`src/pprp_pkg.sv`:
```
// ----------------------------------------------------------------------------
// pprp_pkg
// Shared types and constants for the ping-pong receive read planner.
// ----------------------------------------------------------------------------
`default_nettype none

package pprp_pkg;

  localparam int RX_BUF_BYTES = 'h4000;
  localparam int HALF_SIZE    = RX_BUF_BYTES / 4;
  localparam int CYCLE_SIZE   = RX_BUF_BYTES / 2;

  localparam int PTR_W  = 14;
  localparam int LEN_W  = 13;
  localparam int OFF_W  = 13;
  localparam int MRL_W  = 14;
  localparam int MODE_W = 2;
  localparam int ADDR_W = 3;
  localparam int DATA_W = 32;

  localparam logic [MRL_W-1:0] MAX_READ_LEN_RESET = MRL_W'(4096);

  localparam logic REG_MAX_READ_LEN = 1'b0;

  typedef enum logic [MODE_W-1:0] {
    MODE_IDLE     = 2'd0,
    MODE_LISTEN   = 2'd1,
    MODE_OVERFLOW = 2'd2
  } mode_t;

endpackage

`default_nettype wire

```
`src/pingpong_rx_read_planner.sv`:
```
// ----------------------------------------------------------------------------
// pingpong_rx_read_planner
// Plans reads from a double-buffered receive memory, one register snapshot
// per beat, and the register refill or overflow recovery that follows.
// ----------------------------------------------------------------------------
// Each input beat is a snapshot of the receiver's registers; each produces
// exactly one result beat. The block accepts one beat per clock cycle while
// the output is not stalled. A result is presented on the output once the
// beat has moved from the input register into the result register, and is
// held there until taken at a clock edge with out_stall low. The sustained
// rate of one beat per cycle is set by the read offset register, which is
// read and rewritten whenever a beat moves into the result register.
// The maximum read length register sits at byte address 0 of the APB port.
`default_nettype none

module pingpong_rx_read_planner
  import pprp_pkg::*;
(
  input  wire                    clk,
  input  wire                    rst_n,

  input  wire                    in_valid,
  output logic                   in_stall,
  input  wire  [PTR_W-1:0]       in_rx_ptr,
  input  wire  [LEN_W-1:0]       in_rx_len,
  input  wire  [PTR_W-1:0]       in_rx_ptr_alt,
  input  wire  [LEN_W-1:0]       in_rx_len_alt,
  input  wire  [MODE_W-1:0]      in_rx_mode,

  output logic                   out_valid,
  input  wire                    out_stall,
  output logic [OFF_W-1:0]       out_prime_addr,
  output logic [LEN_W-1:0]       out_prime_len,
  output logic [OFF_W-1:0]       out_flip_addr,
  output logic [LEN_W-1:0]       out_flip_len,
  output logic                   out_update_all,
  output logic                   out_update_alt,
  output logic                   out_progress_ok,
  output logic [PTR_W-1:0]       out_new_ptr,
  output logic [LEN_W-1:0]       out_new_len,
  output logic [PTR_W-1:0]       out_new_ptr_alt,
  output logic [LEN_W-1:0]       out_new_len_alt,
  output logic [MODE_W-1:0]      out_new_mode,

  input  wire                    psel,
  input  wire                    penable,
  input  wire                    pwrite,
  input  wire  [ADDR_W-1:0]      paddr,
  input  wire  [DATA_W-1:0]      pwdata,
  output logic [DATA_W-1:0]      prdata,
  output logic                   pready
);

  localparam logic [OFF_W-1:0] HALF_OFF   = OFF_W'(HALF_SIZE);
  localparam logic [PTR_W-1:0] HALF_PTR   = PTR_W'(HALF_SIZE);
  localparam logic [LEN_W-1:0] HALF_LEN   = LEN_W'(HALF_SIZE);
  localparam logic [PTR_W:0]   END_HALF   = (PTR_W+1)'(HALF_SIZE);
  localparam logic [PTR_W:0]   END_CYCLE  = (PTR_W+1)'(CYCLE_SIZE);

  logic [MRL_W-1:0]  max_read_len_r;
  logic [OFF_W-1:0]  read_offset_r;
  logic [OFF_W-1:0]  read_offset_nxt;

  logic              s0_valid_r;
  logic [PTR_W-1:0]  s0_ptr_r;
  logic [LEN_W-1:0]  s0_len_r;
  logic [PTR_W-1:0]  s0_ptr_alt_r;
  logic [LEN_W-1:0]  s0_len_alt_r;
  logic [MODE_W-1:0] s0_mode_r;

  logic              out_valid_r;
  logic [OFF_W-1:0]  prime_addr_r, prime_addr_nxt;
  logic [LEN_W-1:0]  prime_len_r, prime_len_nxt;
  logic [OFF_W-1:0]  flip_addr_r, flip_addr_nxt;
  logic [LEN_W-1:0]  flip_len_r, flip_len_nxt;
  logic              update_all_r, update_all_nxt;
  logic              update_alt_r, update_alt_nxt;
  logic              progress_ok_r, progress_ok_nxt;
  logic [PTR_W-1:0]  new_ptr_r, new_ptr_nxt;
  logic [LEN_W-1:0]  new_len_r, new_len_nxt;
  logic [PTR_W-1:0]  new_ptr_alt_r, new_ptr_alt_nxt;
  logic [LEN_W-1:0]  new_len_alt_r, new_len_alt_nxt;
  logic [MODE_W-1:0] new_mode_r, new_mode_nxt;

  logic advance;
  logic in_accept;
  logic cfg_write;

  assign advance   = s0_valid_r && (!out_valid_r || !out_stall);
  assign in_stall  = s0_valid_r && !advance;
  assign in_accept = in_valid && !in_stall;
  assign cfg_write = psel && penable && pwrite && pready;

  assign pready = 1'b1;
  assign prdata = (paddr[2] == REG_MAX_READ_LEN) ? DATA_W'(max_read_len_r) : '0;

  always_ff @(posedge clk) begin
    if (!rst_n) begin
      max_read_len_r <= MAX_READ_LEN_RESET;
    end else if (cfg_write && paddr[2] == REG_MAX_READ_LEN) begin
      max_read_len_r <= pwdata[MRL_W-1:0];
    end
  end

  always_ff @(posedge clk) begin
    if (!rst_n) begin
      s0_valid_r <= 1'b0;
    end else if (in_accept) begin
      s0_valid_r <= 1'b1;
    end else if (advance) begin
      s0_valid_r <= 1'b0;
    end
  end

  always_ff @(posedge clk) begin
    if (in_accept) begin
      s0_ptr_r     <= in_rx_ptr;
      s0_len_r     <= in_rx_len;
      s0_ptr_alt_r <= in_rx_ptr_alt;
      s0_len_alt_r <= in_rx_len_alt;
      s0_mode_r    <= in_rx_mode;
    end
  end

  logic              cur_half;
  logic [OFF_W-1:0]  hoff;
  logic [OFF_W-1:0]  room;
  logic [OFF_W-1:0]  other_base;
  logic              alt_unset;
  logic [PTR_W-1:0]  rl_raw;
  logic [PTR_W-1:0]  rf_raw;
  logic [LEN_W-1:0]  rl_sat;
  logic [LEN_W-1:0]  rf_sat;
  logic [MRL_W-1:0]  rem;
  logic [LEN_W-1:0]  rl_fin;
  logic [LEN_W-1:0]  rf_fin;
  logic [OFF_W:0]    off_sum;
  logic [OFF_W-1:0]  off_adv;
  logic [PTR_W:0]    end_prime;
  logic              end_is_half;
  logic              end_is_cycle;
  logic              unread_alt;
  logic [PTR_W-1:0]  new_base;

  always_comb begin
    cur_half   = read_offset_r[OFF_W-1];
    hoff       = {1'b0, read_offset_r[OFF_W-2:0]};
    room       = HALF_OFF - hoff;
    other_base = cur_half ? '0 : HALF_OFF;
    alt_unset  = (s0_ptr_alt_r == '0) && (s0_len_alt_r == '0);

    if (alt_unset) begin
      rl_raw = {1'b0, room};
      rf_raw = (s0_ptr_r > {1'b0, other_base}) ? s0_ptr_r - {1'b0, other_base} : '0;
    end else begin
      rl_raw = (s0_ptr_r > {1'b0, read_offset_r}) ? s0_ptr_r - {1'b0, read_offset_r} : '0;
      rf_raw = '0;
    end

    rl_sat = (rl_raw > {1'b0, room}) ? room : rl_raw[LEN_W-1:0];
    rf_sat = (rf_raw > HALF_PTR) ? HALF_LEN : rf_raw[LEN_W-1:0];

    rem = '0;
    if ({1'b0, rl_sat} > max_read_len_r) begin
      rl_fin = max_read_len_r[LEN_W-1:0];
      rf_fin = '0;
    end else begin
      rem    = max_read_len_r - {1'b0, rl_sat};
      rl_fin = rl_sat;
      rf_fin = ({1'b0, rf_sat} > rem) ? rem[LEN_W-1:0] : rf_sat;
    end

    off_sum = {1'b0, read_offset_r} + {1'b0, rl_fin} + {1'b0, rf_fin};
    off_adv = off_sum[OFF_W-1:0];

    end_prime    = {1'b0, s0_ptr_r} + {2'b00, s0_len_r};
    end_is_half  = (end_prime == END_HALF);
    end_is_cycle = (end_prime == END_CYCLE);
    unread_alt   = off_adv[OFF_W-1] ? end_is_half : end_is_cycle;
    new_base     = end_is_cycle ? '0 : HALF_PTR;
  end

  always_comb begin
    prime_addr_nxt  = read_offset_r;
    prime_len_nxt   = rl_fin;
    flip_addr_nxt   = other_base;
    flip_len_nxt    = rf_fin;
    update_all_nxt  = 1'b0;
    update_alt_nxt  = 1'b0;
    progress_ok_nxt = 1'b1;
    new_ptr_nxt     = s0_ptr_r;
    new_len_nxt     = s0_len_r;
    new_ptr_alt_nxt = s0_ptr_alt_r;
    new_len_alt_nxt = s0_len_alt_r;
    new_mode_nxt    = s0_mode_r;
    read_offset_nxt = off_adv;

    case (mode_t'(s0_mode_r))
      MODE_IDLE: begin
        prime_addr_nxt  = '0;
        prime_len_nxt   = '0;
        flip_addr_nxt   = '0;
        flip_len_nxt    = '0;
        update_all_nxt  = 1'b1;
        progress_ok_nxt = 1'b0;
        new_ptr_nxt     = '0;
        new_len_nxt     = HALF_LEN;
        new_ptr_alt_nxt = HALF_PTR;
        new_len_alt_nxt = HALF_LEN;
        new_mode_nxt    = MODE_LISTEN;
        read_offset_nxt = '0;
      end
      MODE_OVERFLOW: begin
        if (!unread_alt) begin
          new_ptr_nxt     = new_base;
          new_len_nxt     = HALF_LEN;
          new_ptr_alt_nxt = '0;
          new_len_alt_nxt = '0;
          new_mode_nxt    = MODE_LISTEN;
          update_all_nxt  = 1'b1;
        end
      end
      default: begin
        if (!unread_alt && alt_unset) begin
          new_ptr_alt_nxt = new_base;
          new_len_alt_nxt = HALF_LEN;
          update_alt_nxt  = 1'b1;
        end
      end
    endcase
  end

  always_ff @(posedge clk) begin
    if (!rst_n) begin
      read_offset_r <= '0;
      out_valid_r   <= 1'b0;
    end else begin
      if (advance) begin
        read_offset_r <= read_offset_nxt;
        out_valid_r   <= 1'b1;
      end else if (!out_stall) begin
        out_valid_r   <= 1'b0;
      end
    end
  end

  always_ff @(posedge clk) begin
    if (advance) begin
      prime_addr_r  <= prime_addr_nxt;
      prime_len_r   <= prime_len_nxt;
      flip_addr_r   <= flip_addr_nxt;
      flip_len_r    <= flip_len_nxt;
      update_all_r  <= update_all_nxt;
      update_alt_r  <= update_alt_nxt;
      progress_ok_r <= progress_ok_nxt;
      new_ptr_r     <= new_ptr_nxt;
      new_len_r     <= new_len_nxt;
      new_ptr_alt_r <= new_ptr_alt_nxt;
      new_len_alt_r <= new_len_alt_nxt;
      new_mode_r    <= new_mode_nxt;
    end
  end

  assign out_valid       = out_valid_r;
  assign out_prime_addr  = prime_addr_r;
  assign out_prime_len   = prime_len_r;
  assign out_flip_addr   = flip_addr_r;
  assign out_flip_len    = flip_len_r;
  assign out_update_all  = update_all_r;
  assign out_update_alt  = update_alt_r;
  assign out_progress_ok = progress_ok_r;
  assign out_new_ptr     = new_ptr_r;
  assign out_new_len     = new_len_r;
  assign out_new_ptr_alt = new_ptr_alt_r;
  assign out_new_len_alt = new_len_alt_r;
  assign out_new_mode    = new_mode_r;

`ifndef SYNTHESIS
  a_idle_clears_offset: assert property (@(posedge clk) disable iff (!rst_n)
    advance && s0_mode_r == MODE_IDLE |=> read_offset_r == '0)
    else $error("read offset not cleared after an idle snapshot");

  a_init_sets_all: assert property (@(posedge clk) disable iff (!rst_n)
    out_valid_r && !progress_ok_r |-> update_all_r && new_mode_r == MODE_LISTEN)
    else $error("initialisation beat without a full register rewrite");

  a_single_update: assert property (@(posedge clk) disable iff (!rst_n)
    out_valid_r |-> !(update_all_r && update_alt_r))
    else $error("both update kinds requested in one beat");

  a_len_bounds: assert property (@(posedge clk) disable iff (!rst_n)
    out_valid_r |-> prime_len_r <= HALF_LEN && flip_len_r <= HALF_LEN)
    else $error("read length beyond one half");

  a_advance_fills_output: assert property (@(posedge clk) disable iff (!rst_n)
    advance |=> out_valid_r)
    else $error("result register empty after a beat moved in");
`endif

endmodule

`default_nettype wire
```
`config.mk`:
```
export PLATFORM = sky130hd
export DESIGN_NAME = pingpong_rx_read_planner
export DESIGN_NICKNAME = d
export VERILOG_FILES = /design/src/pprp_pkg.sv /design/src/pingpong_rx_read_planner.sv
export SDC_FILE = /design/constraint.sdc
export NUM_CORES = 1
export LEC_CHECK = 0
export BUFFER_PORTS_ARGS = -buffer_cell sky130_fd_sc_hd__buf_2
export CORE_MARGIN = 3
export CORE_UTILIZATION = 51
export CTS_CLUSTER_SIZE = 12
export DETAILED_ROUTE_END_ITERATION = 7
export PLACE_DENSITY = 0.78
export SETUP_SLACK_MARGIN = 0.1
export SYNTH_ARGS = -nofsm -noshare
export SYNTH_HDL_FRONTEND = slang
export SYNTH_SLANG_ARGS = --single-unit
```
`constraint.sdc`:
```
create_clock -name clk -period 11.5 [get_ports clk]
set_clock_uncertainty 0.05 [all_clocks]
set_input_delay 1.725 -clock clk [delete_from_list [all_inputs] [get_ports clk]]
set_output_delay 1.725 -clock clk [all_outputs]
set_load 0.02 [all_outputs]
```
==> impl_metrics.json, run 1 <==
{
  "worst_r2r_startpoint": "s0_ptr_r[0]$_DFFE_PP_",
  "synth_top_area_share_pct": 39.77,
  "synth_ff_type": "edfxtp_1",
  "start_util_pct": 52.81,
  "finalHoldViolCount": 0,
  "grt-ovfl-total": 0,
  "drc": 0,
  "post-route-util_pct": 72.66,
  "holdCritPathClass": "reg2reg",
  "ys_seq_area_share_pct": 44.73,
  "worst_ep_required_time_ps": 11660,
  "cp_common_cell": "buf_4",
  "antenna_found_initial": 0,
  "timing.critical_path.buf_inv": 16,
  "cp_top_family": "compound AO/OA/AOI/OAI gates",
  "synthMuxAreaShare_pct": 1.924,
  "outcome": "finished clean",
  "path_clk_slew_ps": 90,
  "synth_area_leaders": "edfxtp_1 (40%), ha_1 (8.4%), nand2_1 (5.3%), dfxtp_1 (5.0%), nor2_1 (3.6%)",
  "max_freq_mhz": 88.31,
  "rsz0062_at_grt": "yes",
  "start_kind": "register",
  "firstDrtPassIters": 7,
  "ys_types": 71,
  "final_common_cell": "buf_4",
  "instances_no_fill": 1907,
  "routed_wl_mm": 37.10,
  "syn_to_final_growth_pct": 37.59,
  "synth_top_cell_by_area": "edfxtp_1",
  "slew_headroom_pct": 30.32,
  "finalCriticalPeriod_ps": 11320,
  "synthAdderAreaFrac_pct": 11.18,
  "die_x_um": 157.5,
  "grt_max_degree": 83,
  "track_usage_pct": 27.54,
  "synth_top_family_by_area": "simple AND/OR/NAND/NOR gates",
  "grt_pass1_vias": 10040,
  "layout-drive-gt1-share_pct": 37.43,
  "async_reset_ff_share_pct": 0,
  "diodes": 0,
  "drv_cap": 0,
  "clock_path_buffers": 2,
  "avgSynthCellArea_um2": 9.585,
  "synth-xor-area-share_pct": 2.470,
  "vias_per_cell": 5.741,
  "drtIter0Drc": 1193,
  "synth_seq_cells": 184,
  "startpoint": "s0_ptr_r[0]$_DFFE_PP_",
  "h-tree-depth": 4,
  "gp_congestion": 0.9490,
  "final_cell_mix": "buf_4 (206), buf_2 (192), nand2_1 (163)",
  "yosys_warnings": 0,
  "layout.nets": 1807,
  "fin_crit_sh_pct": 98.46,
  "synthesis.area_um2": 11700,
  "whs_ps": 429.4,
  "num_vias": 10950,
  "design.core.area_um2": 22160,
  "hp-start": "max_read_len_r[0]$_SDFFE_PN0P_",
  "wire_per_inst_um": 19.45,
  "syn_inst": 1221,
  "critical_path_class": "reg2reg",
  "std_cell_rows": 54,
  "cts.sinks": 184,
  "die_h_um": 157.5,
  "hpwl_mm": 26.48,
  "cts_made_buffers": 17,
  "cts_tree": "done",
  "crit_fanout": 8,
  "cpMaxStageDelayCell": "fa_2",
  "clock_latency_ps": 450,
  "setup_violations": 0,
  "synth-compound-area-share_pct": 16.16,
  "max_stage_delay_ps": 560,
  "grt_pass1_wl_mm": 53.16,
  "worst_slew_pin_slew_ps": 1045,
  "die_area_um2": 24800,
  "dp_cells": 1827,
  "final_antenna_net_count": 0,
  "crit_arrival_ps": 11480,
  "finalMaxSlewViolations": 0,
  "io_buffers": 192,
  "synth-edff-count": 155,
  "ioPinCount": 244,
  "endpoint_kind": "register",
  "clockRootBuffer": "clkbuf_16",
  "synth-simple-area-share_pct": 17.03
}
## synthesized netlist by cell type (10+ instances only)
library cell	number
mux2_2	12
nor2_1	112
a211oi_1	15
o21a_1	19
and2_1	27
nand3_1	15
a21oi_1	42
buf_4	31
nor2b_1	21
nand2_1	165
inv_1	93
edfxtp_1	155
clkbuf_1	42
dfxtp_1	29
xor2_1	10
nor4_1	13
a21boi_0	19
o21ai_1	46
nor3_1	14
nand2b_1	11
xnor2_1	23
and3_1	14
a21o_1	17
fa_1	16
o21ai_0	58
ha_1	79
## path summary, 6_finish.rpt
check	end	slack, ps	cells past startpoint
max reg2reg	out_new_len_alt[11]$_DFFE_PP_	180	57
min reg2reg	max_read_len_r[0]$_SDFFE_PN0P_	430	2
max	out_new_len_alt[11]$_DFFE_PP_	180	57
min	max_read_len_r[0]$_SDFFE_PN0P_	430	2
## metal layers
layer | vias to the layer above | wire length [um] | GRT usage [%]
met5 | - | 0 | 0
met1 | 5251 | 15000 | 38.12
met3 | 80 | 3099 | 4.234
met4 | 0 | 920 | 7.975
li1 | 5079 | - | -
met2 | 539 | 18080 | 45.18
## worst min-delay path, stage by stage (launching register included)
cell and delay (ps):
dfxtp_1 320, nand2_1 50, a21boi_0 70
## registers in the layout, indices dropped and copies added, names as in the netlist
signal and cells:
read_offset_r 13, max_read_len_r 14, out_flip_len 13, out_new_len 13
out_update_alt 1, out_update_all 1, out_prime_addr 13, out_progress_ok 1
s0_mode_r 2, s0_valid_r 1, out_new_ptr_alt 14, out_new_len_alt 13
out_prime_len 13, s0_len_alt_r 13, s0_len_r 13, out_new_mode 2
out_valid 1, s0_ptr_r 14, s0_ptr_alt_r 14, out_new_ptr 14
out_flip_addr 1
## cell type report
cell class / count / area [um2]
multi-input cells: 897 / 6685
clock buffers: 17 / 425.4
well taps: 280 / 350.3
repair buffers: 421 / 2863
flip-flops and latches: 184 / 5235
clock inverters: 15 / 190.2
inverters: 93 / 354.1
fillers: 1533 / 6058
## stage by stage
| stage | setup TNS [ps] | setup slack, ps | instance area, um2 |
|---|---|---|---|
| floorplan | 0 | 118.5 | 11810 |
| global placement | -15890 | -305.7 | 14140 |
| detailed placement | -20640 | -414.3 | 14140 |
| CTS | 0 | 104.2 | 15050 |
| global route | -7450 | -195.7 | 16100 |
| finish | 0 | 176.7 | 16100 |
## kinds of logic after synthesis
group	count (synthesis)
AO/OA/AOI/OAI	292
XOR/XNOR	33
adder cells (fa/ha/maj)	95
buffers and inverters	169
flip-flops	184
multiplexers	21
other	2
AND/OR/NAND/NOR	425
## repair_timing
action                     4_1_cts  5_1_grt
gates cloned                     1        3
gates resized for setup         35      164
setup buffers                   15       29
pin swaps                       14       92
setup endpoints to repair       59       61
hold buffers                     0        0
Power of run 1 is left out: the tool's default activity adds up to more than one toggle a clock period on the data nets, which glitch-free logic cannot reach.
==> run 2, diff against run 1 <==
--- a/config.mk
+++ b/config.mk
@@ -5,12 +5,14 @@
 export SDC_FILE = /design/constraint.sdc
 export NUM_CORES = 1
 export LEC_CHECK = 0
+export ABC_AREA = 1
 export BUFFER_PORTS_ARGS = -buffer_cell sky130_fd_sc_hd__buf_2
+export CORE_ASPECT_RATIO = 1.75
 export CORE_MARGIN = 3
-export CORE_UTILIZATION = 51
+export CORE_UTILIZATION = 50
 export CTS_CLUSTER_SIZE = 12
 export DETAILED_ROUTE_END_ITERATION = 7
-export PLACE_DENSITY = 0.78
+export PLACE_DENSITY = 0.81
 export SETUP_SLACK_MARGIN = 0.1
 export SYNTH_ARGS = -nofsm -noshare
 export SYNTH_HDL_FRONTEND = slang
==> impl_metrics.json, run 2 <==
{
  "rsz0062_at_grt": "no",
  "firstDrtPassIters": 5,
  "ys_seq_area_share_pct": 45.31,
  "worst_r2r_startpoint": "read_offset_r[1]$_SDFFE_PN0P_",
  "finalCriticalPeriod_ps": 10670,
  "vias_per_cell": 5.265,
  "cts.sinks": 184,
  "crit_fanout": 52,
  "layout.nets": 1693,
  "syn_inst": 1309,
  "io_buffers": 192,
  "synth_top_area_share_pct": 40.29,
  "wire_per_inst_um": 17.65,
  "ioPinCount": 244,
  "cpMaxStageDelayCell": "o211ai_1",
  "finalHoldViolCount": 0,
  "slew_headroom_pct": 49.84,
  "fin_crit_sh_pct": 92.82,
  "cts_tree": "done",
  "final_common_cell": "nand2_1",
  "finalMaxSlewViolations": 0,
  "r2r-end": "out_new_len[12]$_DFFE_PP_",
  "grt_max_degree": 57,
  "clock_latency_ps": 460,
  "final_cell_mix": "nand2_1 (222), inv_1 (203), buf_2 (192)",
  "synth_seq_cells": 184,
  "critical_path_class": "reg2reg",
  "synth_top_cell_by_area": "edfxtp_1",
  "synthesis.area_um2": 11550,
  "start_util_pct": 50.80,
  "yosys_warnings": 0,
  "hp-start": "read_offset_r[10]$_SDFFE_PN0P_",
  "drc": 0,
  "async_reset_ff_share_pct": 0,
  "cts_made_buffers": 17,
  "drv_cap": 0,
  "ys_types": 48,
  "antenna_found_initial": 1,
  "max_stage_delay_ps": 660,
  "avgSynthCellArea_um2": 8.826,
  "worst_slew_pin_slew_ps": 752.4,
  "crit_path_end": "out_new_len[12]$_DFFE_PP_",
  "clockRootBuffer": "clkbuf_16",
  "start_kind": "register",
  "max_freq_mhz": 93.69,
  "std_cell_rows": 73,
  "outcome": "finished clean",
  "grt_pass1_vias": 9452,
  "worst_ep_required_time_ps": 11660,
  "endpoint_kind": "register",
  "syn_to_final_growth_pct": 15.23,
  "hpwl_mm": 24.80,
  "startpoint": "read_offset_r[1]$_SDFFE_PN0P_",
  "synth_common_cells": "nand2_1 (222), inv_1 (205), edfxtp_1 (155)",
  "cp_common_cell": "nand2_1",
  "clock_path_buffers": 2,
  "crit_arrival_ps": 10830,
  "drtIter0Drc": 759,
  "rrSetupSlack_ps": 830,
  "gp_congestion": 1.011,
  "synth_area_leaders": "edfxtp_1 (40%), ha_1 (8.6%), nand2_1 (7.2%), inv_1 (6.7%), dfxtp_1 (5.0%)",
  "final_antenna_net_count": 0,
  "grt-ovfl-total": 0,
  "design.core.area_um2": 22740,
  "synth_most_common_cell": "nand2_1",
  "routed_wl_mm": 32.03,
  "die_x_um": 120.9,
  "layout-drive-gt1-share_pct": 19.04,
  "die_h_um": 207.1,
  "synth-edff-count": 155,
  "num_vias": 9551,
  "setup_violations": 0,
  "grt_pass1_wl_mm": 48.80,
  "synth_ff_type": "edfxtp_1",
  "path_clk_slew_ps": 70,
  "holdCritPathClass": "reg2reg",
  "track_usage_pct": 25.63,
  "rr_worst_depth": 59,
  "finalSetupTns_ps": 0,
  "h-tree-depth": 4,
  "die_area_um2": 25040
}
run 2: changes by cell type in the layout (fill, tap and decap cells not counted), moves of 18 or more:
| cell | change |
|---|---|
| buf_4 | -195 |
| inv_1 | +117 |
| nand2_1 | +59 |
| a21oi_1 | +50 |
| nor2_1 | +45 |
| nand3_1 | +33 |
| o21ai_2 | -32 |
| nor3_1 | +26 |
| and2_1 | -21 |
| xor2_1 | +20 |
| ha_1 | +19 |
| nor2b_1 | -18 |
run 2: logic make-up (layout without fill, tap and decap cells):
group           after synthesis  count (layout)  synth area share, %
simple gates                525             525                20.62
buf+inv                     271             446                10.19
compound gates              192             192                9.454
flops                       184             184                45.31
fa+ha+maj                    95              95                11.33
xor+xnor                     40              40                3.032
other cells                   2              32              0.06500
run 2: worst min path at each step:
stage | to | slack (ps) | cells past startpoint
floorplan | read_offset_r[8]$_SDFFE_PN0P_ | 400 | 2
global placement | read_offset_r[8]$_SDFFE_PN0P_ | 420 | 2
detailed placement | max_read_len_r[3]$_SDFFE_PN0P_ | 430 | 2
CTS | max_read_len_r[3]$_SDFFE_PN0P_ | 440 | 2
global route | read_offset_r[8]$_SDFFE_PN0P_ | 470 | 2
finish | read_offset_r[10]$_SDFFE_PN0P_ | 450 | 2
run 2: area by class of cell:
class | instances | area [um2]
Antenna cell | 1 | 2.502
Clock buffer | 19 | 432.9
Clock inverter | 13 | 167.7
Fill cell | 1920 | 9430
Inverter | 211 | 795.8
Multi-Input combinational cell | 883 | 5260
Sequential cell | 184 | 5235
Tap cell | 300 | 375.4
Timing Repair Buffer | 203 | 1044
run 2: repair_timing:
item                                    CTS  global route
endpoints found under the setup margin    0             3
hold buffers                              0             0
gates resized for setup                   0             1
buffers inserted                          0             7
run 2: layer usage:
layer,vias to the layer above,GRT usage [%],wire length (um)
met2,392,46.16,16720
met3,107,3.305,1656
met1,4387,25.83,11040
li1,4665,-,-
met4,0,20.34,2601
met5,-,0,0
run 2: worst max-delay path, delay by kind of cell (launching register included):
kind	cells	cell delay [ps]
buffers and inverters	8	1050
AND/OR/NAND/NOR	35	3960
AO/OA/AOI/OAI	9	2370
adder cells (fa/ha/maj)	6	2130
XOR/XNOR	1	290
flip-flops	1	540
run 2: through the flow:
| step | hold slack, ps | worst slack, ps | cell area (um2) | std cells | utilization, % |
|---|---|---|---|---|---|
| floorplan | 404.9 | 3109 | 11660 | 1338 | - |
| global placement | 423.8 | 1009 | 12650 | 1774 | 55.64 |
| detailed placement | 432.0 | 957.9 | 12650 | 1774 | 55.64 |
| CTS | 443.8 | 904.1 | 13250 | 1806 | 58.28 |
| global route | 474.9 | 98.90 | 13310 | 1814 | 58.54 |
| finish | 448.2 | 826.1 | 13310 | 1814 | 58.54 |
Power of run 2 is left out for the same reason.
